[config.mk]
export PLATFORM = sky130hd
export DESIGN_NAME = ewa_filter_bias_corrected_unit
export DESIGN_NICKNAME = d
export VERILOG_FILES = /design/src/sv/ewafbc_pkg.sv /design/src/sv/ewafbc_ctrl.sv /design/src/sv/ewafbc_dp.sv /design/src/sv/ewa_filter_bias_corrected_unit.sv
export SDC_FILE = /design/constraint.sdc
export NUM_CORES = 2
export LEC_CHECK = 0
export BUFFER_PORTS_ARGS = -buffer_cell sky130_fd_sc_hd__buf_2
export CAP_MARGIN = 20
export CORE_MARGIN = 5
export CORE_UTILIZATION = 35
export CTS_CLUSTER_DIAMETER = 30
export CTS_CLUSTER_SIZE = 10
export DETAILED_ROUTE_END_ITERATION = 8
export PLACE_DENSITY = 0.54
export SLEW_MARGIN = 20
export SYNTH_ARGS = -nofsm -noshare
export SYNTH_HDL_FRONTEND = slang
export SYNTH_SLANG_ARGS = --single-unit
[constraint.sdc]
create_clock -name i_clk -period 13.64 [get_ports i_clk]
set_clock_uncertainty 0.2 [all_clocks]
set_input_delay 2.046 -clock i_clk [delete_from_list [all_inputs] [get_ports i_clk]]
set_output_delay 2.046 -clock i_clk [all_outputs]
set_load 0.02 [all_outputs]
[src/sv/ewafbc_pkg.sv]
`timescale 1ns / 1ps

package ewafbc_pkg;

    localparam int BETA_BITS       = 16;
    localparam int FRAC_BITS_DEF   = 16;
    localparam int SAMPLE_BITS_DEF = 16;

    localparam int CFG_IDX_BITS  = 1;
    localparam int CFG_DATA_BITS = 16;

    localparam logic [CFG_IDX_BITS-1:0] CFG_SMOOTHING = 1'd0;
    localparam logic [CFG_IDX_BITS-1:0] CFG_BIAS_EN   = 1'd1;

    localparam logic [BETA_BITS-1:0] SMOOTHING_RESET = 16'd58982;
    localparam logic                 BIAS_EN_RESET   = 1'b1;

    localparam logic [BETA_BITS:0] BETA_ONE  = 17'd65536;
    localparam logic [BETA_BITS:0] BETA_HALF = 17'd32768;

    typedef struct packed {
        logic clear;
        logic load;
        logic mul;
        logic acc;
        logic setup;
        logic div;
        logic fin;
    } t_dp_cmd;

endpackage

[src/sv/ewafbc_ctrl.sv]
`timescale 1ns / 1ps

module ewafbc_ctrl #(
    parameter int SAMPLE_BITS = ewafbc_pkg::SAMPLE_BITS_DEF
) (
    input  logic               i_clk,
    input  logic               i_rst_n,
    input  logic               i_in_valid,
    output logic               o_in_stall,
    output logic               o_out_valid,
    input  logic               i_out_stall,
    input  logic               i_cfg_we,
    output ewafbc_pkg::t_dp_cmd o_cmd
);
    import ewafbc_pkg::*;

    localparam int CNT_W = $clog2(SAMPLE_BITS - 1);

    typedef enum logic [5:0] {
        S_IDLE  = 6'b000001,
        S_MUL   = 6'b000010,
        S_ACC   = 6'b000100,
        S_SETUP = 6'b001000,
        S_DIV   = 6'b010000,
        S_FIN   = 6'b100000
    } t_state;

    t_state           r_state, n_state;
    logic [CNT_W-1:0] r_cnt, n_cnt;
    logic             r_out_valid, n_out_valid;

    always_comb begin
        n_state = r_state;
        n_cnt   = r_cnt;
        o_cmd   = '0;
        o_cmd.clear = i_cfg_we;
        case (r_state)
            S_IDLE: begin
                if (i_in_valid) begin
                    o_cmd.load = 1'b1;
                    n_state    = S_MUL;
                end
            end
            S_MUL: begin
                o_cmd.mul = 1'b1;
                n_state   = S_ACC;
            end
            S_ACC: begin
                o_cmd.acc = 1'b1;
                n_state   = S_SETUP;
            end
            S_SETUP: begin
                o_cmd.setup = 1'b1;
                n_cnt       = CNT_W'(SAMPLE_BITS - 2);
                n_state     = S_DIV;
            end
            S_DIV: begin
                o_cmd.div = 1'b1;
                n_cnt     = r_cnt - 1'b1;
                if (r_cnt == '0) begin
                    n_state = S_FIN;
                end
            end
            S_FIN: begin
                if (!r_out_valid || !i_out_stall) begin
                    o_cmd.fin = 1'b1;
                    n_state   = S_IDLE;
                end
            end
            default: begin
                n_state = S_IDLE;
            end
        endcase
        n_out_valid = o_cmd.fin | (r_out_valid & i_out_stall);
    end

    always_ff @(posedge i_clk) begin
        if (!i_rst_n) begin
            r_state     <= S_IDLE;
            r_cnt       <= '0;
            r_out_valid <= 1'b0;
        end else begin
            r_state     <= n_state;
            r_cnt       <= n_cnt;
            r_out_valid <= n_out_valid;
        end
    end

    assign o_in_stall  = (r_state != S_IDLE);
    assign o_out_valid = r_out_valid;

endmodule

[src/sv/ewafbc_dp.sv]
`timescale 1ns / 1ps

module ewafbc_dp #(
    parameter int FRAC_BITS   = ewafbc_pkg::FRAC_BITS_DEF,
    parameter int SAMPLE_BITS = ewafbc_pkg::SAMPLE_BITS_DEF
) (
    input  logic                                 i_clk,
    input  logic                                 i_rst_n,
    input  ewafbc_pkg::t_dp_cmd                  i_cmd,
    input  logic signed [SAMPLE_BITS-1:0]        i_sample,
    input  logic [ewafbc_pkg::BETA_BITS-1:0]     i_beta,
    input  logic                                 i_bias_en,
    output logic signed [SAMPLE_BITS-1:0]        o_filtered
);
    import ewafbc_pkg::*;

    localparam int VW  = SAMPLE_BITS + FRAC_BITS;
    localparam int PVW = VW + BETA_BITS + 1;
    localparam int PXW = SAMPLE_BITS + BETA_BITS + 2;
    localparam int AW  = VW + BETA_BITS + 2;
    localparam int BPW = 2 * BETA_BITS + 1;
    localparam int NW  = VW + BETA_BITS + 1;
    localparam int QW  = SAMPLE_BITS - 1;

    logic signed [VW-1:0]      r_v;
    logic [BETA_BITS:0]        r_bp;
    logic signed [SAMPLE_BITS-1:0] r_x;
    logic signed [PVW-1:0]     r_p_v;
    logic signed [PXW-1:0]     r_p_x;
    logic [BPW-1:0]            r_bp_prod;
    logic [NW-1:0]             r_rem;
    logic [NW-1:0]             r_dsh;
    logic [QW-1:0]             r_q;
    logic                      r_neg;
    logic                      r_sat;

    logic signed [BETA_BITS:0]   w_beta_s;
    logic [BETA_BITS:0]          w_omb;
    logic signed [BETA_BITS+1:0] w_omb_s;
    logic signed [PVW-1:0]       w_p_v;
    logic signed [PXW-1:0]       w_p_x;
    logic signed [AW-1:0]        w_acc;
    logic [BPW:0]                w_bp_sum;
    logic [BETA_BITS:0]          w_div;
    logic                        w_neg;
    logic [VW-1:0]               w_mag;
    logic [NW-1:0]               w_num;
    logic [NW-1:0]               w_lim;
    logic                        w_ge;
    logic [SAMPLE_BITS-1:0]      w_qe;
    logic signed [SAMPLE_BITS-1:0] w_out;

    always_comb begin
        w_beta_s = $signed({1'b0, i_beta});
        w_omb    = BETA_ONE - {1'b0, i_beta};
        w_omb_s  = $signed({1'b0, w_omb});
        w_p_v    = PVW'(w_beta_s) * PVW'(r_v);
        w_p_x    = PXW'(w_omb_s) * PXW'(r_x);

        w_acc    = AW'(r_p_v) + (AW'(r_p_x) <<< FRAC_BITS) + $signed(AW'(BETA_HALF));
        w_bp_sum = {1'b0, r_bp_prod} + (BPW + 1)'(BETA_HALF);

        w_div = (i_bias_en && !r_bp[BETA_BITS]) ? (BETA_ONE - r_bp) : BETA_ONE;
        w_neg = r_v[VW-1];
        w_mag = w_neg ? (~unsigned'(r_v) + 1'b1) : unsigned'(r_v);
        w_num = (NW'(w_mag) << BETA_BITS) + (NW'(w_div) << (FRAC_BITS - 1));
        w_lim = NW'(w_div) << (FRAC_BITS + SAMPLE_BITS - 1);

        w_ge  = (r_rem >= r_dsh);

        w_qe  = {1'b0, r_q};
        if (r_sat) begin
            w_out = r_neg ? $signed({1'b1, {QW{1'b0}}}) : $signed({1'b0, {QW{1'b1}}});
        end else begin
            w_out = r_neg ? $signed(~w_qe + 1'b1) : $signed(w_qe);
        end
    end

    always_ff @(posedge i_clk) begin
        if (!i_rst_n) begin
            r_v  <= '0;
            r_bp <= BETA_ONE;
        end else if (i_cmd.clear) begin
            r_v  <= '0;
            r_bp <= BETA_ONE;
        end else if (i_cmd.acc) begin
            r_v  <= w_acc[BETA_BITS +: VW];
            r_bp <= w_bp_sum[BETA_BITS +: BETA_BITS + 1];
        end
    end

    always_ff @(posedge i_clk) begin
        if (i_cmd.load) begin
            r_x <= i_sample;
        end
        if (i_cmd.mul) begin
            r_p_v     <= w_p_v;
            r_p_x     <= w_p_x;
            r_bp_prod <= BPW'(r_bp) * BPW'(i_beta);
        end
        if (i_cmd.setup) begin
            r_rem <= w_num;
            r_dsh <= NW'(w_div) << (FRAC_BITS + SAMPLE_BITS - 2);
            r_q   <= '0;
            r_neg <= w_neg;
            r_sat <= (w_num >= w_lim);
        end
        if (i_cmd.div) begin
            if (w_ge) begin
                r_rem <= r_rem - r_dsh;
            end
            r_q   <= {r_q[QW-2:0], w_ge};
            r_dsh <= r_dsh >> 1;
        end
        if (i_cmd.fin) begin
            o_filtered <= w_out;
        end
    end

endmodule

[src/sv/ewa_filter_bias_corrected_unit.sv]
`timescale 1ns / 1ps
// Bias-corrected exponential moving average.
// Input channel: i_in_valid / o_in_stall carry one signed sample per beat.
// Output channel: o_out_valid / i_out_stall carry one filtered value per beat,
// exactly one result for every input beat, in order.
// Config port: i_cfg_we with i_cfg_idx selects smoothing factor (0) or bias
// correction enable (1); any write also clears the average and beta power.
// Write config only while no sample is in flight.
// Each sample is loaded, then passes through a multiply, an accumulate and a
// setup step and the restoring divider, which retires one quotient bit per
// cycle over SAMPLE_BITS - 1 steps, before the result is loaded into the
// output register. A new sample is taken only after that load.
// A finished result sits in the output register; the next sample is taken
// while it waits. If the receiver stalls past the next result, the block
// holds that result internally and stalls its input.
// Reset: synchronous, active low; restores register defaults, clears the
// average to zero and beta power to one, and drops any pending beat.
module ewa_filter_bias_corrected_unit #(
    parameter int FRAC_BITS   = ewafbc_pkg::FRAC_BITS_DEF,
    parameter int SAMPLE_BITS = ewafbc_pkg::SAMPLE_BITS_DEF
) (
    input  logic                                  i_clk,
    input  logic                                  i_rst_n,
    input  logic                                  i_in_valid,
    output logic                                  o_in_stall,
    input  logic signed [SAMPLE_BITS-1:0]         i_sample,
    output logic                                  o_out_valid,
    input  logic                                  i_out_stall,
    output logic signed [SAMPLE_BITS-1:0]         o_filtered,
    input  logic                                  i_cfg_we,
    input  logic [ewafbc_pkg::CFG_IDX_BITS-1:0]   i_cfg_idx,
    input  logic [ewafbc_pkg::CFG_DATA_BITS-1:0]  i_cfg_data
);
    import ewafbc_pkg::*;

    logic [BETA_BITS-1:0] r_smoothing;
    logic                 r_bias_en;
    t_dp_cmd              w_cmd;

    always_ff @(posedge i_clk) begin
        if (!i_rst_n) begin
            r_smoothing <= SMOOTHING_RESET;
            r_bias_en   <= BIAS_EN_RESET;
        end else if (i_cfg_we) begin
            case (i_cfg_idx)
                CFG_SMOOTHING: r_smoothing <= i_cfg_data[BETA_BITS-1:0];
                CFG_BIAS_EN:   r_bias_en   <= i_cfg_data[0];
                default: begin
                end
            endcase
        end
    end

    ewafbc_ctrl #(
        .SAMPLE_BITS (SAMPLE_BITS)
    ) u_ctrl (
        .i_clk       (i_clk),
        .i_rst_n     (i_rst_n),
        .i_in_valid  (i_in_valid),
        .o_in_stall  (o_in_stall),
        .o_out_valid (o_out_valid),
        .i_out_stall (i_out_stall),
        .i_cfg_we    (i_cfg_we),
        .o_cmd       (w_cmd)
    );

    ewafbc_dp #(
        .FRAC_BITS   (FRAC_BITS),
        .SAMPLE_BITS (SAMPLE_BITS)
    ) u_dp (
        .i_clk      (i_clk),
        .i_rst_n    (i_rst_n),
        .i_cmd      (w_cmd),
        .i_sample   (i_sample),
        .i_beta     (r_smoothing),
        .i_bias_en  (r_bias_en),
        .o_filtered (o_filtered)
    );

endmodule
==> results.tsv <==
metric	value	unit
post-layout min period	8.906	ns
#FFs+latches synth	305	
# hold bufs at CTS	0	
top post-synthesis cells by area	fa_1 (34%), ha_1 (11%), edfxtp_1 (10%), inv_1 (8.7%), nand2_1 (6.1%)	
Final period util	65.29	%
post-synthesis async set-or-reset flop share	0	%
P_leak	28.13	nW
Worst Path Required	13.87	ns
DRT Pass-1 Iters	6	
met2 routed WL	69640	um
layout cell share with drive strength beyond 1	6.058	%
Final nets	7294	
Comb pwr share	68.0	%
Setup Fix Bufs, Post-CTS	0	
core area	150100	um^2
hold path startpoint	u_dp.r_v[19]	
Die H	398.8	um
Cell Area, Synth	52900	um^2
global-route wire length before repair	233300	um
RR Startpoint	r_smoothing[1]	
status	finished clean	
total grt overflow	0	
Max clock buf depth	3	
clock sinks	305	
WL/cell	18.07	um
Sw Share	44.77	%
post-route ant nets	0	
Pwr Total	12.36	mW
FMAX	112.3	MHz
CTS buffer count	93	
Synth Instances	5967	
number of flops mapped to enable cells by yosys	179	
final WL	144700	um
Syn Nets	7349	
Final Hold Viols	0	
Synth top cells by count	inv_1 (1223), fa_1 (900), nand2_1 (856)	
hpwl dp	108400	um
die area	159000	um^2
Net Sw Power	5.535	mW
RSZ-0062 raised after global routing	no	
clock slew at reported path FFs	0.04	ns
Main synth FF type	edfxtp_1	
crit path DAT	9.14	ns
vias in the first global route	41600	
DRT iter0 DRCs	2134	
CTS H-tree lvls	3	
startpoint types	flop	
Finished Layout Cells	8010	
top layer in use	met5	
most instantiated library cell after synthesis	inv_1	
largest net degree at the start of global routing	86	
CTS tree	yes	
delay of the slowest critical-path stage	0.57	ns
DRC	0	
DR vias	39340	
Final Util	39.03	%
Crit. End Element	flop	
Mapped Avg Cell Area	8.866	um^2
Slew @ Worst Pin	1.064	ns
Die X	398.8	um
Seq/Total Area, Yosys	14.93	%
P&R area growth vs syn	10.78	%
Unique masters post-synth	85	
met3 wire length	6654	um
gr usage total	18.64	%
worst IR drop on VDD	881.9	uV
WS Path Type	flop to flop	
# port buffers	55	
Reg area	7919	um^2
Worst path most repeated cell	fa_1	
Post-Route Setup TNS	0	ns
max-cap check violation count	0	
mean number of vias per cell	4.911	
placer congestion estimate	0.8563	
Slew headroom	28.95	%
number of top-level pins	56	
cell accounting for the most synthesized area	fa_1	
Clock Root Buffer	clkbuf_16	
worst hold path class	flop to flop	
Metal-1 WL	63880	um
post-synth top area share	34.06	%
Max FO, Critical Path	50	
critical path startpoint	r_smoothing[1]	
Final Max Slew Viols	0	
Starting Density	35.24	%
fillcell total	15200	
Skew-Pair Late Insertion Delay	0.70	ns
cell count after placement	7833	
pwr dens	211.0	nW/um^2
Cell Rows	142	
final setup fails	0	
antenna violations before repair	3	
Clock power frac	18.1	%
Ys Warns	0	
footprint of the multi-input gates	39280	um^2
Sequential Power Share	13.8	%
slowest library cell on the worst path	buf_4	
Internal	6.829	mW
CTS resizes	0	
stage by stage:
| stage | hold WS (ns) | setup slack, ns | cell area (um^2) |
|---|---|---|---|
| 2_1_floorplan | 0.2315 | 5.172 | 52900 |
| 3_3_place_gp | 0.2391 | 4.766 | 55310 |
| 3_5_place_dp | 0.2453 | 4.733 | 55310 |
| 4_1_cts | 0.2492 | 4.720 | 58600 |
| 5_1_grt | 0.2665 | 4.103 | 58600 |
| 6_report | 0.2503 | 4.734 | 58600 |
power by group through the flow:
stage	clock (mW)	sequential (mW)	combinational [mW]
after floorplan	0	1.64	6.51
after global placement	0	1.72	8.42
after detailed placement	0	1.72	8.46
after CTS	2.30	1.71	8.53
after global routing	2.35	1.73	9.55
final	2.24	1.71	8.41
registers in the layout, summed over array words and instances (netlist names), 17 cells and up:
| name | count |
|---|---|
| u_dp.r_dsh | 47 |
| u_dp.r_p_v | 33 |
| u_dp.r_v | 32 |
| u_dp.r_p_x | 32 |
| u_dp.r_rem | 49 |
| u_dp.r_bp | 17 |
| u_dp.r_bp_prod | 18 |
worst max-delay path, delay by kind of cell (launching register included):
| kind | cells | cell delay (ns) |
|---|---|---|
| fa+ha+maj | 8 | 3.65 |
| compound gates | 9 | 2.02 |
| buf+inv | 7 | 1.29 |
| simple gates | 4 | 0.93 |
| flops | 1 | 0.31 |
| xor+xnor | 2 | 0.23 |
worst paths after layout:
path                                       end  slack [ns]  cells after the start
worst max-delay path            u_dp.r_p_x[30]        4.73                     30
worst min-delay path              u_dp.r_v[19]        0.25                      2
worst max register to register  u_dp.r_p_x[30]        4.73                     30
worst min register to register    u_dp.r_v[19]        0.25                      2
cells by family (layout without fill, tap and decap cells):
group	after synthesis	count (layout)	share of synthesized area (%)
muxes	25	25	0.4730
buffers and inverters	1525	1550	10.88
adders and majority gates	1344	1344	44.56
other	0	2	0
and+or+nand+nor	1820	1820	16.67
xor gates and xnor gates	255	255	4.222
DFF	305	305	14.93
AOI/OAI and AO/OA	693	693	8.269
cells in the final DEF, fill, tap and decap left out, types with 8 or more instances in the layout:
cell        Yosys  final
a211oi_1       43     43
a21o_1        104    104
a21oi_1       201    201
a31oi_1        21     21
and2_1        459    459
and3_1         21     21
buf_2          10     55
buf_4           3     96
bufinv_16       0     13
clkbuf_1      251     17
clkbuf_16       0     94
clkbuf_8        0     10
clkinv_2        0     13
clkinvlp_4      0     14
dfxtp_1       126    109
dfxtp_2         0     17
edfxtp_1      179    179
fa_1          900    900
ha_1          444    444
inv_1        1223   1222
mux2i_1        25     25
nand2_1       856    856
nand2b_1       38     37
nand3_1        56     56
nand4_1        26     26
nor2_1        180    179
nor2b_1        30     29
nor3_1         45     45
nor4_1         16     15
o211ai_1       12     12
o21a_1         24     24
o21ai_0       162    162
o21bai_1       22     22
o31ai_1        15     15
o41ai_1         8      8
or2_2          11     11
or3_1          27     27
or4_1          14     14
xnor2_1       172    172
xor2_1         83     83
cell type report:
class	count	area share [%]
Tap cell	2016	4.304
Antenna cell	2	0.008540
Multi-Input combinational cell	4137	67.03
Sequential cell	305	13.51
Clock buffer	121	4.358
Timing Repair Buffer	151	1.700
Inverter	1224	7.840
Clock inverter	54	1.243
metal layers:
layer	GRT usage, %	vias up
met5	0	-
met4	5.840	2
met3	2.472	230
met2	31.85	894
met1	24.57	19900
li1	-	18320
No activity file was read; power rests on OpenSTA's default activity.
